--- config.mk ---
export PLATFORM = sky130hd
export DESIGN_NAME = tcs_div_cell
export DESIGN_NICKNAME = d
export VERILOG_FILES = /design/src/design/tcs_pkg.sv /design/src/design/tcs_div_cell.sv
export SDC_FILE = /design/constraint.sdc
export NUM_CORES = 1
export LEC_CHECK = 0
export BUFFER_PORTS_ARGS = -buffer_cell sky130_fd_sc_hd__buf_2
export CAP_MARGIN = 20
export CORE_MARGIN = 5
export CORE_UTILIZATION = 55
export CTS_BUF_LIST = sky130_fd_sc_hd__clkbuf_8
export DETAILED_ROUTE_END_ITERATION = 16
export PLACE_DENSITY = 0.93
export SLEW_MARGIN = 0
export SYNTH_ARGS = -nofsm -noshare
export SYNTH_HDL_FRONTEND = slang
export SYNTH_SLANG_ARGS = --single-unit
--- constraint.sdc ---
create_clock -name clock -period 5.2 [get_ports clock]
set_input_delay 0.52 -clock clock [delete_from_list [all_inputs] [get_ports clock]]
set_output_delay 0.52 -clock clock [all_outputs]
set_load 0.01 [all_outputs]
--- src/design/tcs_pkg.sv ---
// Shared types, constants and the CORDIC angle table of the truncated Cauchy sampler.
// No dependencies; the three cells and the top take names from here.
`default_nettype none
package tcs_pkg;

   localparam int CORDIC_STAGES_DEF = 24;
   localparam int VEC_W   = 60;
   localparam int ROT_W   = 33;
   localparam int ANG_W   = 32;
   localparam int QUOT_W  = 33;
   localparam int DVS_W   = 31;
   localparam int CSR_AW  = 4;
   localparam int DIV_CELLS = QUOT_W;

   localparam logic [1:0] REG_LOCATION    = 2'd0;
   localparam logic [1:0] REG_SCALE       = 2'd1;
   localparam logic [1:0] REG_LOWER_BOUND = 2'd2;
   localparam logic [1:0] REG_UPPER_BOUND = 2'd3;

   localparam logic [31:0] LOCATION_RST = 32'h0000_0000;
   localparam logic [30:0] SCALE_RST    = 31'h0001_0000;
   localparam logic [31:0] LOWER_RST    = 32'hFFFB_0000;
   localparam logic [31:0] UPPER_RST    = 32'h0005_0000;

   localparam logic [ANG_W-1:0] QUARTER_TURN = 32'h4000_0000;
   localparam logic [ANG_W-1:0] NEG_QUARTER  = 32'hC000_0000;
   localparam logic [30:0]      MAG_MAX      = 31'h7FFF_FFFF;

   typedef struct packed {
      logic [VEC_W-1:0] x_lo;
      logic [VEC_W-1:0] y_lo;
      logic [ANG_W-1:0] z_lo;
      logic [VEC_W-1:0] x_hi;
      logic [VEC_W-1:0] y_hi;
      logic [ANG_W-1:0] z_hi;
      logic [31:0]      u;
   } vec_type;

   typedef struct packed {
      logic [ROT_W-1:0] x;
      logic [ROT_W-1:0] y;
      logic [ANG_W-1:0] z;
   } rot_type;

   typedef struct packed {
      logic [DVS_W-1:0]  rem;
      logic [QUOT_W-1:0] bits;
      logic [DVS_W-1:0]  dvs;
      logic              nonpos;
      logic              neg;
      logic              ov;
   } div_type;

   function automatic logic [ANG_W-1:0] atan_entry(input int idx);
      logic [ANG_W-1:0] a;
      case (idx)
         0:  a = 32'd536870912;
         1:  a = 32'd316933406;
         2:  a = 32'd167458907;
         3:  a = 32'd85004756;
         4:  a = 32'd42667331;
         5:  a = 32'd21354465;
         6:  a = 32'd10679838;
         7:  a = 32'd5340245;
         8:  a = 32'd2670163;
         9:  a = 32'd1335087;
         10: a = 32'd667544;
         11: a = 32'd333772;
         12: a = 32'd166886;
         13: a = 32'd83443;
         14: a = 32'd41722;
         15: a = 32'd20861;
         16: a = 32'd10430;
         17: a = 32'd5215;
         18: a = 32'd2608;
         19: a = 32'd1304;
         20: a = 32'd652;
         21: a = 32'd326;
         22: a = 32'd163;
         23: a = 32'd81;
         24: a = 32'd41;
         25: a = 32'd20;
         26: a = 32'd10;
         27: a = 32'd5;
         28: a = 32'd3;
         29: a = 32'd1;
         30: a = 32'd1;
         default: a = 32'd0;
      endcase
      return a;
   endfunction

endpackage
`default_nettype wire

--- src/design/tcs_div_cell.sv ---
// One restoring division step: one quotient bit per cell, registered.
// Depends on tcs_pkg.
`default_nettype none
module tcs_div_cell (
   input  wire logic             clock,
   input  wire logic             enable,
   input  wire tcs_pkg::div_type cell_in,
   output tcs_pkg::div_type      cell_out
);

   tcs_pkg::div_type step_in;
   tcs_pkg::div_type step_ff;

   always_comb begin
      logic [tcs_pkg::DVS_W:0] trial;
      logic [tcs_pkg::DVS_W:0] diff;
      trial = {cell_in.rem, cell_in.bits[tcs_pkg::QUOT_W-1]};
      diff  = trial - {1'b0, cell_in.dvs};
      step_in = cell_in;
      if (trial >= {1'b0, cell_in.dvs}) begin
         step_in.rem  = diff[tcs_pkg::DVS_W-1:0];
         step_in.bits = {cell_in.bits[tcs_pkg::QUOT_W-2:0], 1'b1};
      end else begin
         step_in.rem  = trial[tcs_pkg::DVS_W-1:0];
         step_in.bits = {cell_in.bits[tcs_pkg::QUOT_W-2:0], 1'b0};
      end
   end

   always_ff @(posedge clock) begin
      if (enable) begin
         step_ff <= step_in;
      end
   end

   assign cell_out = step_ff;

endmodule
`default_nettype wire

==> impl_results.md <==
- GRT Resource Usage Total: 22.86%
- WS Path Type: in2reg
- RD Place Congestion: 0.9197
- Flop pwr share: 51.0%
- Inserted Clock Buffers: 9
- Routed via count: 4303
- Drt drc: 0
- Fillers: 674
- Async SR Flop Fraction: 0%
- Largest net degree at the start of global routing: 65
- Synth cell types: 47
- Initial antenna violation count: 1
- Switching share of power: 30.59%
- Die ar.: ~11000 um^2
- Number of flip-flops in the largest register: 98
- Slew Viols, Final: 0
- Combinational power share: roughly a quarter
- Net switching power: 592.9 uW
- Seq/Total Area, Yosys: 57.87%
- Worst Hold Class: in2reg
- Syn avg cell area: 11.43 um^2
- Critical path origin: cell_in[28]
- Initial Utilization: a little under three fifths
- Clock root buffer: clkbuf_8
- Area growth syn-to-layout: 24.63%
- Crit end category: flip-flop
- Main flop type after synthesis: edfxtp_1
- Max-cap violations: 0
- First-pass GRT wire length: roughly 20 mm
- CP Data Required Time: 5.33 ns
- Synthesized net count: roughly 580
- Routed Antenna Nets: 0
- CTS tree: yes
- Total routed wirelength: 13.22 mm
- Crit path launch type: input pin
- Arrival time at the worst endpoint: roughly 3.4 ns
- Die Height: 106.2 um
- Yosys warning total: 0
- Final hold vios: 0
- Htree depth: 3
- Last element of the critical path: cell_out[85]$_DFFE_PP_
- Seq cells post-synth: 98
- Ratio of cells with drive above 1 in the final layout: approximately a third
- VDD IR max: 0.1709 mV
- CTS resizes: 0
- Core area: slightly above 9000 um^2
- Hold path depth: 1
- Routed vias/inst: 5.677
- Mapped Area: 5085 um^2
- Min Tclk post-route: 3.297 ns
- P_int: 1.345 mW
- Unrepaired setup endpoints after global routing: false
- Layout Cells excl Fill: 758
- Global route overflow: 0
- Post-DR wirelength/cell: 17.44 um
- Top Ports: 198
- Power Dens Cells: 305.8 nW/um^2
- Port Buf Inserts: 197
- DRT Pass-1 Iters: 6
- Hold buffer count at CTS: 0
- Setup TNS: 0 ns
- Number of global-route vias before repair: 4297
- Hpwl dp: 10.20 mm
- Setup violators final: 0
- Worst Max-Slew Pin Slew: approximately 0.76 ns
- Clock sink total: 98
- Die Wd: 106.2 um
- Clk pwr share: between 20 and 30%
- Clk slew on worst S/H paths: 0.11 ns
- Status: finished clean
- Final #Nets: 774
- Cell row count: 35
- CP Max Fanout: 46
- 1st-iter DRT viols: 314
- Number of synthesized flops with an enable pin: 98
- CTS Buffer Depth: 2
- Final WS setup: 1.903 ns
- Static Leakage: 2.859 nW
- Area of the multi-input gates: 1908 um^2
- # diodes: 0
- Post-CTS setup buffers: 0
- Inst Count DP: 742
- FF+latch area: 2943 um^2
- Pre-CTS setup slack: 1.601 ns
- F_max: 0.3033 GHz
- Tcrit/Tclk final: a little under two thirds
- Rel. slew slack: 49.26%
- Syn Inst Count: 445
cell families (layout without fill, tap and decap cells):
| kind of cell | count (synthesis) | count (layout) | share of synthesized area [%] |
|---|---|---|---|
| AOI/OAI and AO/OA | 121 | 121 | 14.64 |
| xor gates and xnor gates | 23 | 23 | 3.962 |
| adders and majority gates | 32 | 32 | 8.022 |
| buffers and inverters | 54 | 256 | 4.601 |
| DFF | 98 | 98 | 57.87 |
| muxes | 1 | 1 | 0.2952 |
| and+or+nand+nor | 116 | 116 | 10.61 |
cell usage after synthesis, types with 2 or more instances:
cell | number | area, um^2
a211o_1 | 3 | 26.28
a211oi_1 | 7 | 52.55
a21o_1 | 5 | 37.54
a21oi_1 | 49 | 245.2
a31o_2 | 2 | 17.52
a31oi_1 | 2 | 12.51
and2_1 | 5 | 31.28
and3_1 | 2 | 12.51
buf_2 | 5 | 25.02
buf_6 | 3 | 33.78
clkbuf_1 | 4 | 15.01
edfxtp_1 | 98 | 2943
ha_1 | 31 | 387.9
inv_1 | 41 | 153.9
nand2_1 | 35 | 131.4
nand2b_1 | 4 | 25.02
nand3_1 | 5 | 25.02
nand4_1 | 5 | 31.28
nor2_1 | 41 | 153.9
nor2b_1 | 4 | 25.02
nor3_1 | 4 | 20.02
nor3b_1 | 2 | 15.01
nor4_1 | 3 | 18.77
o211a_1 | 3 | 30.03
o211ai_1 | 4 | 30.03
o21a_1 | 2 | 15.01
o21ai_0 | 27 | 135.1
o21bai_1 | 5 | 37.54
o311a_1 | 2 | 20.02
o31ai_1 | 3 | 22.52
or3_1 | 2 | 12.51
xnor2_1 | 11 | 96.34
xor2_1 | 12 | 105.1
critical path, stage by stage:
cell	delay (ns)
buf_2	0.08
inv_1	0.04
ha_1	0.35
a21o_1	0.21
a21o_1	0.19
a2111oi_1	0.42
nor3_1	0.14
a211o_1	0.35
nor2_4	0.41
inv_4	0.30
mux2_4	0.37
metrics by stage:
step                cell area (um^2)  hold slack, ns  total power, mW  utilization, %
finish                          6337          0.3171            1.938           69.57
global route                    6337          0.2890            2.030           69.57
CTS                             6337          0.3122            1.942           69.57
detailed placement              6146          0.6984            1.464           67.47
global placement                6146          0.6966            1.446           67.47
floorplan                       5085          0.6189            1.278               -
layout make-up:
class | count | area share, %
inverters | 42 | 2.527
multi-input cells | 293 | 30.11
flip-flops and latches | 98 | 46.44
clock inverters | 7 | 1.066
clock buffers | 9 | 1.955
repair buffers | 198 | 15.72
well taps | 111 | 2.192
layout by cell type, fill, tap and decap left out, drive strengths merged, types with 2 or more instances in the layout:
cell type	instances
clkinv	2
o211a	3
o311a	2
o211ai	4
a211o	3
nor4	3
nor3	5
nand4	5
a21o	5
nor3b	2
a21oi	49
nand3	5
and2	5
inv	47
or3	2
nand2b	4
o21ai	27
a31oi	2
o21a	2
a211oi	7
clkbuf	9
nor2	42
and3	2
nor2b	4
o21bai	5
xnor2	11
buf	198
edfxtp	98
a31o	2
xor2	12
nand2	35
o31ai	3
ha	31
worst min path at each step:
stage	startpoint	end	slack [ns]
CTS	cell_in[57]	cell_out[58]$_DFFE_PP_	0.31
detailed placement	cell_in[44]	cell_out[45]$_DFFE_PP_	0.70
floorplan	cell_in[0]	cell_out[0]$_DFFE_PP_	0.62
global placement	cell_in[56]	cell_out[57]$_DFFE_PP_	0.70
global route	cell_in[57]	cell_out[58]$_DFFE_PP_	0.29
finish	cell_in[57]	cell_out[58]$_DFFE_PP_	0.32
routing by layer:
metal / GRT usage, % / part of all wire, % / vias up
li1: - / - / 2028
met1: 25.71 / 38 / 1978
met2: 41.36 / 50 / 261
met3: 6.922 / 9.2 / 34
met4: 7.216 / 2.7 / 2
met5: 0 / 0.14 / -
power groups by stage:
stage	Sequential [mW]	Clock (mW)	Combinational [mW]
finish	0.988	0.486	0.464
global route	0.995	0.529	0.505
CTS	0.989	0.491	0.461
detailed placement	1.01	0	0.457
global placement	1.00	0	0.442
floorplan	1.05	0	0.225
No activity file was read; power rests on OpenSTA's default activity.
