$ cat config.mk
export PLATFORM = sky130hd
export DESIGN_NAME = tcs_rot_cell
export DESIGN_NICKNAME = d
export VERILOG_FILES = /design/src/design/tcs_pkg.sv /design/src/design/tcs_rot_cell.sv
export SDC_FILE = /design/constraint.sdc
export NUM_CORES = 1
export LEC_CHECK = 0
export BUFFER_PORTS_ARGS = -buffer_cell sky130_fd_sc_hd__buf_2
export CORE_ASPECT_RATIO = 0.5
export CORE_UTILIZATION = 50
export CTS_BUF_LIST = sky130_fd_sc_hd__clkbuf_8 sky130_fd_sc_hd__clkbuf_16
export CTS_CLUSTER_DIAMETER = 100
export DETAILED_ROUTE_END_ITERATION = 6
export GPL_TIMING_DRIVEN = 0
export HOLD_SLACK_MARGIN = 0.03
export PLACE_DENSITY = 0.89
export SYNTH_ARGS = -nofsm -noshare
export SYNTH_HDL_FRONTEND = slang
export SYNTH_SLANG_ARGS = --single-unit
$ cat constraint.sdc
create_clock -name clock -period 3.1 [get_ports clock]
set_clock_uncertainty 0.15 [all_clocks]
set_input_delay 0.62 -clock clock [delete_from_list [all_inputs] [get_ports clock]]
set_output_delay 0.62 -clock clock [all_outputs]
set_load 0.1 [all_outputs]
$ cat src/design/tcs_pkg.sv
// Shared types, constants and the CORDIC angle table of the truncated Cauchy sampler.
// No dependencies; the three cells and the top take names from here.
`default_nettype none
package tcs_pkg;

   localparam int CORDIC_STAGES_DEF = 24;
   localparam int VEC_W   = 60;
   localparam int ROT_W   = 33;
   localparam int ANG_W   = 32;
   localparam int QUOT_W  = 33;
   localparam int DVS_W   = 31;
   localparam int CSR_AW  = 4;
   localparam int DIV_CELLS = QUOT_W;

   localparam logic [1:0] REG_LOCATION    = 2'd0;
   localparam logic [1:0] REG_SCALE       = 2'd1;
   localparam logic [1:0] REG_LOWER_BOUND = 2'd2;
   localparam logic [1:0] REG_UPPER_BOUND = 2'd3;

   localparam logic [31:0] LOCATION_RST = 32'h0000_0000;
   localparam logic [30:0] SCALE_RST    = 31'h0001_0000;
   localparam logic [31:0] LOWER_RST    = 32'hFFFB_0000;
   localparam logic [31:0] UPPER_RST    = 32'h0005_0000;

   localparam logic [ANG_W-1:0] QUARTER_TURN = 32'h4000_0000;
   localparam logic [ANG_W-1:0] NEG_QUARTER  = 32'hC000_0000;
   localparam logic [30:0]      MAG_MAX      = 31'h7FFF_FFFF;

   typedef struct packed {
      logic [VEC_W-1:0] x_lo;
      logic [VEC_W-1:0] y_lo;
      logic [ANG_W-1:0] z_lo;
      logic [VEC_W-1:0] x_hi;
      logic [VEC_W-1:0] y_hi;
      logic [ANG_W-1:0] z_hi;
      logic [31:0]      u;
   } vec_type;

   typedef struct packed {
      logic [ROT_W-1:0] x;
      logic [ROT_W-1:0] y;
      logic [ANG_W-1:0] z;
   } rot_type;

   typedef struct packed {
      logic [DVS_W-1:0]  rem;
      logic [QUOT_W-1:0] bits;
      logic [DVS_W-1:0]  dvs;
      logic              nonpos;
      logic              neg;
      logic              ov;
   } div_type;

   function automatic logic [ANG_W-1:0] atan_entry(input int idx);
      logic [ANG_W-1:0] a;
      case (idx)
         0:  a = 32'd536870912;
         1:  a = 32'd316933406;
         2:  a = 32'd167458907;
         3:  a = 32'd85004756;
         4:  a = 32'd42667331;
         5:  a = 32'd21354465;
         6:  a = 32'd10679838;
         7:  a = 32'd5340245;
         8:  a = 32'd2670163;
         9:  a = 32'd1335087;
         10: a = 32'd667544;
         11: a = 32'd333772;
         12: a = 32'd166886;
         13: a = 32'd83443;
         14: a = 32'd41722;
         15: a = 32'd20861;
         16: a = 32'd10430;
         17: a = 32'd5215;
         18: a = 32'd2608;
         19: a = 32'd1304;
         20: a = 32'd652;
         21: a = 32'd326;
         22: a = 32'd163;
         23: a = 32'd81;
         24: a = 32'd41;
         25: a = 32'd20;
         26: a = 32'd10;
         27: a = 32'd5;
         28: a = 32'd3;
         29: a = 32'd1;
         30: a = 32'd1;
         default: a = 32'd0;
      endcase
      return a;
   endfunction

endpackage
`default_nettype wire

$ cat src/design/tcs_rot_cell.sv
// One CORDIC rotation step toward the interpolated angle, registered.
// Depends on tcs_pkg.
`default_nettype none
module tcs_rot_cell #(
   parameter int STAGE = 0
) (
   input  wire logic             clock,
   input  wire logic             enable,
   input  wire tcs_pkg::rot_type cell_in,
   output tcs_pkg::rot_type      cell_out
);

   localparam logic [tcs_pkg::ANG_W-1:0] ANG = tcs_pkg::atan_entry(STAGE);

   tcs_pkg::rot_type step_in;
   tcs_pkg::rot_type step_ff;

   always_comb begin
      logic signed [tcs_pkg::ROT_W-1:0] x, y;
      x = $signed(cell_in.x);
      y = $signed(cell_in.y);
      if (!cell_in.z[tcs_pkg::ANG_W-1]) begin
         step_in.x = x - (y >>> STAGE);
         step_in.y = y + (x >>> STAGE);
         step_in.z = cell_in.z - ANG;
      end else begin
         step_in.x = x + (y >>> STAGE);
         step_in.y = y - (x >>> STAGE);
         step_in.z = cell_in.z + ANG;
      end
   end

   always_ff @(posedge clock) begin
      if (enable) begin
         step_ff <= step_in;
      end
   end

   assign cell_out = step_ff;

endmodule
`default_nettype wire

==> impl_metrics.ini, run 1 <==
[outcome]
outcome = finished with violations
violations = negative setup slack

[setup_path]
worst-path-max-fanout = 2
critPathSlowestCell = or4_4
cp_slowest_stage_delay_ns = 0.45
arrival_ns = 3.25
startpoint_type = input port
worst-path-buf-inv = 2
cp.required_ns = 3.04
end_kind = flip-flop
critical_path.top_delay_family = compound AO/OA/AOI/OAI gates
crit_top_cell = o31ai_4
crit_chain = buf_12 -> inv_12 -> ha_4 -> nor4_4 -> o221ai_2 -> a31oi_4 -> o31ai_4 -> o31ai_4 -> a21oi_4 -> or4_4 -> o311ai_4 -> xnor2_2
critPathKind = in -> reg

[grt]
grtUsageMet2_pct = 50.2
grt_pass1_wl_um = 44800
top_usage_layer = met2
grt_antenna_before_repair = 0
grt_max_degree = 59
grt_util_met3_pct = 6.87
grt_pass1_vias = 8079
grt_usage_pct = 33.1
use_met1_pct = 47.2
grt-ovfl-total = 0

[yosys]
syn-instance-count = 958
yosys_warnings = 0
synth_most_common_cell = a21oi_1
syn-num-nets = 1158
synth_area_mm2 = 0.00854
ys_ff_latch = 97
synth_edf_count = 97
synth.cells.most_frequent = 122 x a21oi_1, 102 x inv_1, 97 x edfxtp_1
yosys.area.top_type = edfxtp_1
synth.avg_cell_area_um2 = 8.91
async_flop_share_pct = 0
ys_seq_area_share_pct = 34.1
synth_cell_types = 73
synthFlopType = edfxtp_1
synth_top_area_share_pct = 34.1
synth.area.top_cells = edfxtp_1 34%, ha_1 14%, a21oi_1 7.2%, xnor2_1 5.8%, inv_1 4.5%

[clock_network]
cts_max_level = 3
clkTransAtPathRegs_ns = 0.08
cts_hold_buffers = 0
cts_buffers = 9
clockRootBuffer = clkbuf_16
numClockSinks = 97
cts_buffer_depth = 2
cts_tree = done

[pwr]
ir_worst_vdd_mv = 0.358
power_leakage_nw = 4.95
power_density_mw_per_mm2 = 543

[sta]
drv_slew = 0
period_needed_ns = 3.31
slew_headroom_pct = 30.8
setup_ws_ns = -0.207
setup_viol = 14
max_freq_mhz = 302
rsz0062_at_grt = true
tightest_slew_ns = 1.04
period_share_pct = 107
hold_violations = 0

[finish]
postLayoutCoreUtil_pct = 69.4
area_delta_synth_final_pct = 34.2
num_antenna_cells = 0
drive_above_1_share_pct = 33.6
final_nets = 1409
multi_input_area_mm2 = 0.00578
fin_area_mm2 = 0.0115
largest_register_ff_count = 97
fillers = 1282
seq_area_mm2 = 0.00291

[floorplan]
dieArea_mm2 = 0.0176
start_util_pct = 51.7
core_mm2 = 0.0165
die_y_um = 94.4
die_x_um = 187
ios = 198
rows = 33

[detailed_routing]
final_antenna_net_count = 0
num_vias = 8661
drt-initial-drc-count = 1071
first_pass_iters = 5
routed_via_density = 6.01
drc = 0
wire_per_inst_um = 21.0
wirelength_um = 30300

[worst_hold_path]
hold_class = in -> reg

[run]
maxCapViolCount = 0

[placement]
portBuffers = 196
dpl.hpwl_um = 21700
dp_slack_ns = -1.01
place_area_mm2 = 0.0100
gp_congestion = 0.961
area by class of cell:
class	count	share of cell area, %
buffer	40	1.94
clock buffer	9	1.97
clock inverter	6	0.666
inverter	104	3.65
multi-input combinational	712	50.4
sequential	97	25.4
tap	227	2.48
timing repair buffer	245	13.4
metal layers:
| layer | vias to the layer above | share of wire [%] |
|---|---|---|
| met4 | 0 | 2.5 |
| met5 | - | 0 |
| li1 | 3916 | - |
| met2 | 551 | 42 |
| met3 | 77 | 10 |
| met1 | 4117 | 45 |
stage by stage:
| stage | std cells | total power [W] | hold slack (ns) | setup TNS, ns |
|---|---|---|---|---|
| after global placement | 1381 | 0.00466 | 0.646 | -19.93 |
| after floorplan | 958 | 0.00408 | 0.569 | -0.242 |
| after global routing | 1440 | 0.00641 | 0.269 | -1.96 |
| after CTS | 1429 | 0.00605 | 0.272 | -1.79 |
| final | 1440 | 0.00623 | 0.272 | -1.34 |
| after detailed placement | 1382 | 0.00469 | 0.649 | -20.51 |
path summary, 6_finish.rpt:
path,startpoint,to,slack [ns],cells past startpoint
setup / recovery,cell_in[42],cell_out[64]$_DFFE_PP_,-0.21,12
hold / removal,cell_in[6],cell_out[6]$_DFFE_PP_,0.27,1
logic make-up after synthesis:
| group | after synthesis | share of synthesized area (%) |
|---|---|---|
| AOI/OAI and AO/OA | 299 | 22.8 |
| and+or+nand+nor | 238 | 13.3 |
| buffers and inverters | 149 | 6.96 |
| adders and majority gates | 100 | 15.0 |
| DFF | 97 | 34.1 |
| xor gates and xnor gates | 63 | 6.46 |
| muxes | 12 | 1.41 |
report_power, final:
group / switching, W / internal, W
registers: 0.0000505 / 0.00169
clock network: 0.000569 / 0.000637
logic: 0.00246 / 0.000820
cells in the final DEF (no fill, tap or decap), types with 16 or more instances in the layout:
| master | count |
|---|---|
| nand2_1 | 41 |
| a21oi_2 | 21 |
| a21o_1 | 18 |
| buf_4 | 44 |
| buf_6 | 16 |
| buf_2 | 185 |
| inv_1 | 90 |
| a21oi_1 | 95 |
| ha_1 | 82 |
| o21ai_0 | 41 |
| nor2_1 | 89 |
| xnor2_1 | 56 |
| edfxtp_1 | 97 |
| nand3_1 | 17 |
what timing repair did:
| action | CTS | global route |
|---|---|---|
| gates resized for setup | 111 | 96 |
| endpoints found under the setup margin | 27 | 29 |
| pin swaps | 49 | 55 |
| setup buffers | 33 | 15 |
(Power assumes the default switching activity.)
==> run 2, diff against run 1 <==
Settings changed: GPL_TIMING_DRIVEN 0 to default.
==> run 2 against run 1 <==
  * Largest cell class unchanged
  * Clock power shrank 5%
  * First-iteration DRC count down 6.0%
  * Clock-buffer cell count did not move
  * Maximum frequency grew 1.3%
  * Combinational power up 7.6%
  * Non-clock buffer count rose by 171
  * Routed wire length increased by 5.5%
  * Flip-flop and latch count unchanged
  * Global-route usage rose by 1.2 points
  * Hold slack improved by 0.012 ns
  * The flow finishes with violations (design-rule violations, negative setup slack)
  * Setup slack gained 0.043 ns
  * Critical path depth is 2 higher
==> impl_metrics.ini, run 2 (same netlist as run 1, synthesis figures left out) <==
[outcome]
outcome = finished with violations
violations = design-rule violations, negative setup slack

[sta]
slew_headroom_pct = 59.2
hold_violations = 0
setup_viol = 12
tightest_slew_ns = 0.612
drv_slew = 0
setup_ws_ns = -0.164
period_share_pct = 105
fin_hold_ws_ns = 0.283
rsz0062_at_grt = true
period_needed_ns = 3.26
max_freq_mhz = 306

[grt]
use_met1_pct = 50.8
grtUsageMet2_pct = 53.7
grt_util_met3_pct = 4.27
grt_max_degree = 46
grt_pass1_vias = 8735
grt-ovfl-total = 0
grt_antenna_before_repair = 0
grt_pass1_wl_um = 47000
grt_usage_pct = 34.3
top_usage_layer = met2

[setup_path]
worst-path-stages = 14
critical_path.top_delay_family = compound AO/OA/AOI/OAI gates
critPathSlowestCell = fa_2
critPathKind = in -> reg
crit_chain = buf_8 -> ha_4 -> fa_2 -> nor2b_4 -> o211ai_1 -> buf_4 -> a31oi_4 -> o31ai_4 -> o31ai_4 -> a21oi_4 -> buf_6 -> nor4_4 -> a311oi_2 -> xor2_1
crit_top_cell = o31ai_4
worst-path-max-fanout = 3
worst-path-buf-inv = 3
startpoint_type = input port
cp_slowest_stage_delay_ns = 0.38
cp.required_ns = 3.12
end_kind = flip-flop
arrival_ns = 3.28

[finish]
largest_register_ff_count = 97
final_cells = 1612
final_common_cell = buf_4
area_delta_synth_final_pct = 48.0
num_antenna_cells = 0
fillers = 1154
drive_above_1_share_pct = 41.6
final_nets = 1580
final_cell_mix = 253 x buf_4, 185 x buf_2, 105 x a21oi_1, 97 x edfxtp_1, 94 x inv_1

[clock_network]
numClockSinks = 97
cts_buffer_depth = 2
cts_max_level = 3
cts_hold_buffers = 0
cts_tree = done
clkTransAtPathRegs_ns = 0.08
cts_buffers = 9
clockRootBuffer = clkbuf_16

[worst_hold_path]
hold_class = in -> reg
hold_path_depth = 1

[detailed_routing]
final_antenna_net_count = 0
wirelength_um = 32000
wire_per_inst_um = 19.8
drc = 2
routed_via_density = 5.78
num_vias = 9312
drt-initial-drc-count = 1007
first_pass_iters = 7

[floorplan]
start_util_pct = 51.7
ios = 198
dieArea_mm2 = 0.0176
die_y_um = 94.4
core_mm2 = 0.0165
rows = 33
die_x_um = 187

[pwr]
combinationalPowerShare_pct = 54.9
power_leakage_nw = 5.81
p_seq_share_pct = 27.2
ir_worst_vdd_mv = 0.351
swShare_pct = 49.0
p_int_w = 0.00328
clkPwrFrac_pct = 17.9
power_density_mw_per_mm2 = 509
switchingPower_w = 0.00315

[placement]
gp_congestion = 0.985
place_inst = 1578
portBuffers = 197
dpl.hpwl_um = 24100

[run]
maxCapViolCount = 0
## run 2: cell types whose count changed in the layout (fill, tap and decap cells not counted), moves of 4 or more
cell,delta
a21oi_1,+10
a21oi_2,-7
buf_1,-7
buf_4,+209
buf_8,-7
clkbuf_1,-13
clkbuf_2,-5
ha_1,-4
ha_4,+5
inv_1,+4
o21ai_0,+4
## run 2: path summary, 6_finish.rpt
kind,startpoint,endpoint,slack (ns)
worst min-delay path,cell_in[11],cell_out[11]$_DFFE_PP_,0.28
worst max-delay path,cell_in[32],cell_out[97]$_DFFE_PP_,-0.16
## run 2: per-layer routing
metal / share of wire, % / vias up
met5: 0 / -
met4: 1.6 / 0
met3: 8.7 / 61
met2: 45 / 550
met1: 45 / 4429
li1: - / 4272
## run 2: through the flow
stage | setup TNS, ns | instance area [um2] | worst slack [ns] | power [W] | util [%]
after floorplan | -0.242 | 8710 | -0.108 | 0.00408 | -
after global placement | -11.22 | 11600 | -0.608 | 0.00500 | 70.2
after detailed placement | -12.56 | 11600 | -0.642 | 0.00504 | 70.2
after CTS | -0.586 | 12200 | -0.137 | 0.00626 | 73.8
after global routing | -1.84 | 12600 | -0.213 | 0.00663 | 76.5
final | -0.760 | 12600 | -0.164 | 0.00643 | 76.5
## run 2: area by class of cell
| class | count | area, um2 | area share [%] |
|---|---|---|---|
| Clock inverter | 7 | 58.8 | 0.466 |
| Inverter | 104 | 410 | 3.25 |
| Sequential cell | 97 | 2910 | 23.1 |
| Tap cell | 227 | 284 | 2.25 |
| Timing Repair Buffer | 456 | 3060 | 24.2 |
| Multi-Input combinational cell | 712 | 5680 | 45.0 |
| Clock buffer | 9 | 225 | 1.78 |
## run 2: power groups by stage
stage / Combinational (W) / Clock, W / Sequential [W]
3_5_place_dp: 0.00327 / 0 / 0.00177
3_3_place_gp: 0.00323 / 0 / 0.00177
5_1_grt: 0.00367 / 0.00120 / 0.00176
6_report: 0.00353 / 0.00115 / 0.00175
4_1_cts: 0.00335 / 0.00116 / 0.00175
2_1_floorplan: 0.000963 / 0 / 0.00311
## run 2: what timing repair did
action | 4_1_cts | 5_1_grt
endpoints found under the setup margin | 18 | 26
gates resized for setup | 51 | 78
setup buffers | 13 | 5
pin swaps | 28 | 39
==> run 3, diff against run 2 <==
Settings changed: REMOVE_ABC_BUFFERS from default to 1.
==> run 3 against run 2 <==
  * The flow still finishes with violations (design-rule violations, negative setup slack)
  * Power is 1.6% higher
  * Clock power is 9% higher
  * Final cell count is 0.12% higher
  * Die area stayed put
  * Clock-buffer cell count stayed put
  * Routed wire length is 0.96% higher
==> impl_metrics.ini, run 3 (same netlist as run 1, synthesis figures left out) <==
[detailed_routing]
wire_per_inst_um = 20.0
drt-initial-drc-count = 1049
first_pass_iters = 7
routed_via_density = 5.88
drc = 4
final_antenna_net_count = 0
num_vias = 9486
wirelength_um = 32300

[grt]
grt_util_met3_pct = 4.50
grt-ovfl-total = 0
grt_pass1_vias = 8873
grt_usage_pct = 33.1
grt_max_degree = 59
grt_pass1_wl_um = 46000
top_usage_layer = met2
use_met1_pct = 41.5
grt_antenna_before_repair = 0
grtUsageMet2_pct = 59.8

[run]
maxCapViolCount = 0

[floorplan]
die_x_um = 187
rows = 33
die_y_um = 94.4
start_util_pct = 51.7
core_mm2 = 0.0165
dieArea_mm2 = 0.0176
ios = 198

[setup_path]
worst-path-buf-inv = 3
worst-path-stages = 13
critPathSlowestCell = o31ai_4
cp_slowest_stage_delay_ns = 0.43
crit_chain = buf_12 -> buf_6 -> fa_2 -> nor2b_4 -> o211ai_1 -> a31oi_4 -> o31ai_4 -> o31ai_4 -> a21oi_4 -> buf_6 -> o311a_1 -> o21ai_1 -> xnor2_1
critPathKind = in -> reg
cp.required_ns = 3.05
worst-path-max-fanout = 4
arrival_ns = 3.16
startpoint_type = input port
end_kind = flip-flop
critical_path.top_delay_family = compound AO/OA/AOI/OAI gates

[finish]
final_cell_mix = 251 x buf_4, 182 x buf_2, 103 x a21oi_1, 97 x edfxtp_1, 93 x inv_1
largest_register_ff_count = 97
drive_above_1_share_pct = 42.0
postLayoutCoreUtil_pct = 76.7
area_delta_synth_final_pct = 48.4
fin_area_mm2 = 0.0127
final_common_cell = buf_4
num_antenna_cells = 0
final_nets = 1582

[sta]
setup_ws_ns = -0.107
period_needed_ns = 3.21
slew_headroom_pct = 58.0
period_share_pct = 103
rsz0062_at_grt = true
max_freq_mhz = 312
fin_hold_ws_ns = 0.282
drv_slew = 0
tightest_slew_ns = 0.626
hold_violations = 0
setup_viol = 10

[clock_network]
clkTransAtPathRegs_ns = 0.08
cts_buffer_depth = 2
cts_tree = done
cts_max_level = 3
numClockSinks = 97
clockRootBuffer = clkbuf_16
cts_hold_buffers = 0
cts_buffers = 9

[placement]
place_area_mm2 = 0.0114
gp_congestion = 0.977
dpl.hpwl_um = 22600
dp_slack_ns = -0.765
portBuffers = 197

[pwr]
ir_worst_vdd_mv = 0.436
power_leakage_nw = 5.84
power_density_mw_per_mm2 = 516
power_w = 0.00653

[worst_hold_path]
hold_path_depth = 1
hold_class = in -> reg

[outcome]
outcome = finished with violations
violations = design-rule violations, negative setup slack
run 3: cell types whose count changed in the layout (fill, tap and decap cells not counted), moves of 3 or more:
cell and change:
o21ai_1 +4, buf_6 +5, o21ai_0 -4, buf_2 -3
ha_4 -3, ha_2 +4
run 3: area by class of cell:
type                            instances  area, um2
Multi-Input combinational cell        712       5630
Fill cell                            1105       3850
Timing Repair Buffer                  458       3120
Sequential cell                        97       2910
Inverter                              104        400
Tap cell                              227        284
Clock buffer                            9        225
Clock inverter                          7       95.1
run 3: worst paths after layout:
kind	endpoint	slack, ns	startpoint
worst max-delay path	cell_out[62]$_DFFE_PP_	-0.11	cell_in[33]
worst min-delay path	cell_out[11]$_DFFE_PP_	0.28	cell_in[11]
run 3: layer usage:
metal,part of all wire [%],wire length [um],up-vias
li1,-,-,4263
met1,39,12600,4430
met2,48,15600,644
met3,8.4,2720,149
met4,4.3,1400,0
met5,0,0,-
run 3: timing repair:
item / CTS / global route
setup endpoints to repair: 22 / 26
resized for setup: 96 / 73
buffers inserted: 20 / 11
hold endpoints to repair: 0 / 0
pin swaps: 40 / 39
run 3: where the power goes:
| part | internal, W | switching, W |
|---|---|---|
| combinational | 0.00103 | 0.00250 |
| clock | 0.000656 | 0.000598 |
| sequential | 0.00169 | 0.0000551 |
run 3: through the flow:
step / TNS (ns) / std cells
6_report: -0.566 / 1614
3_5_place_dp: -14.23 / 1567
5_1_grt: -1.28 / 1614
2_1_floorplan: -1.88 / 913
3_3_place_gp: -11.78 / 1567
4_1_cts: -0.0448 / 1603
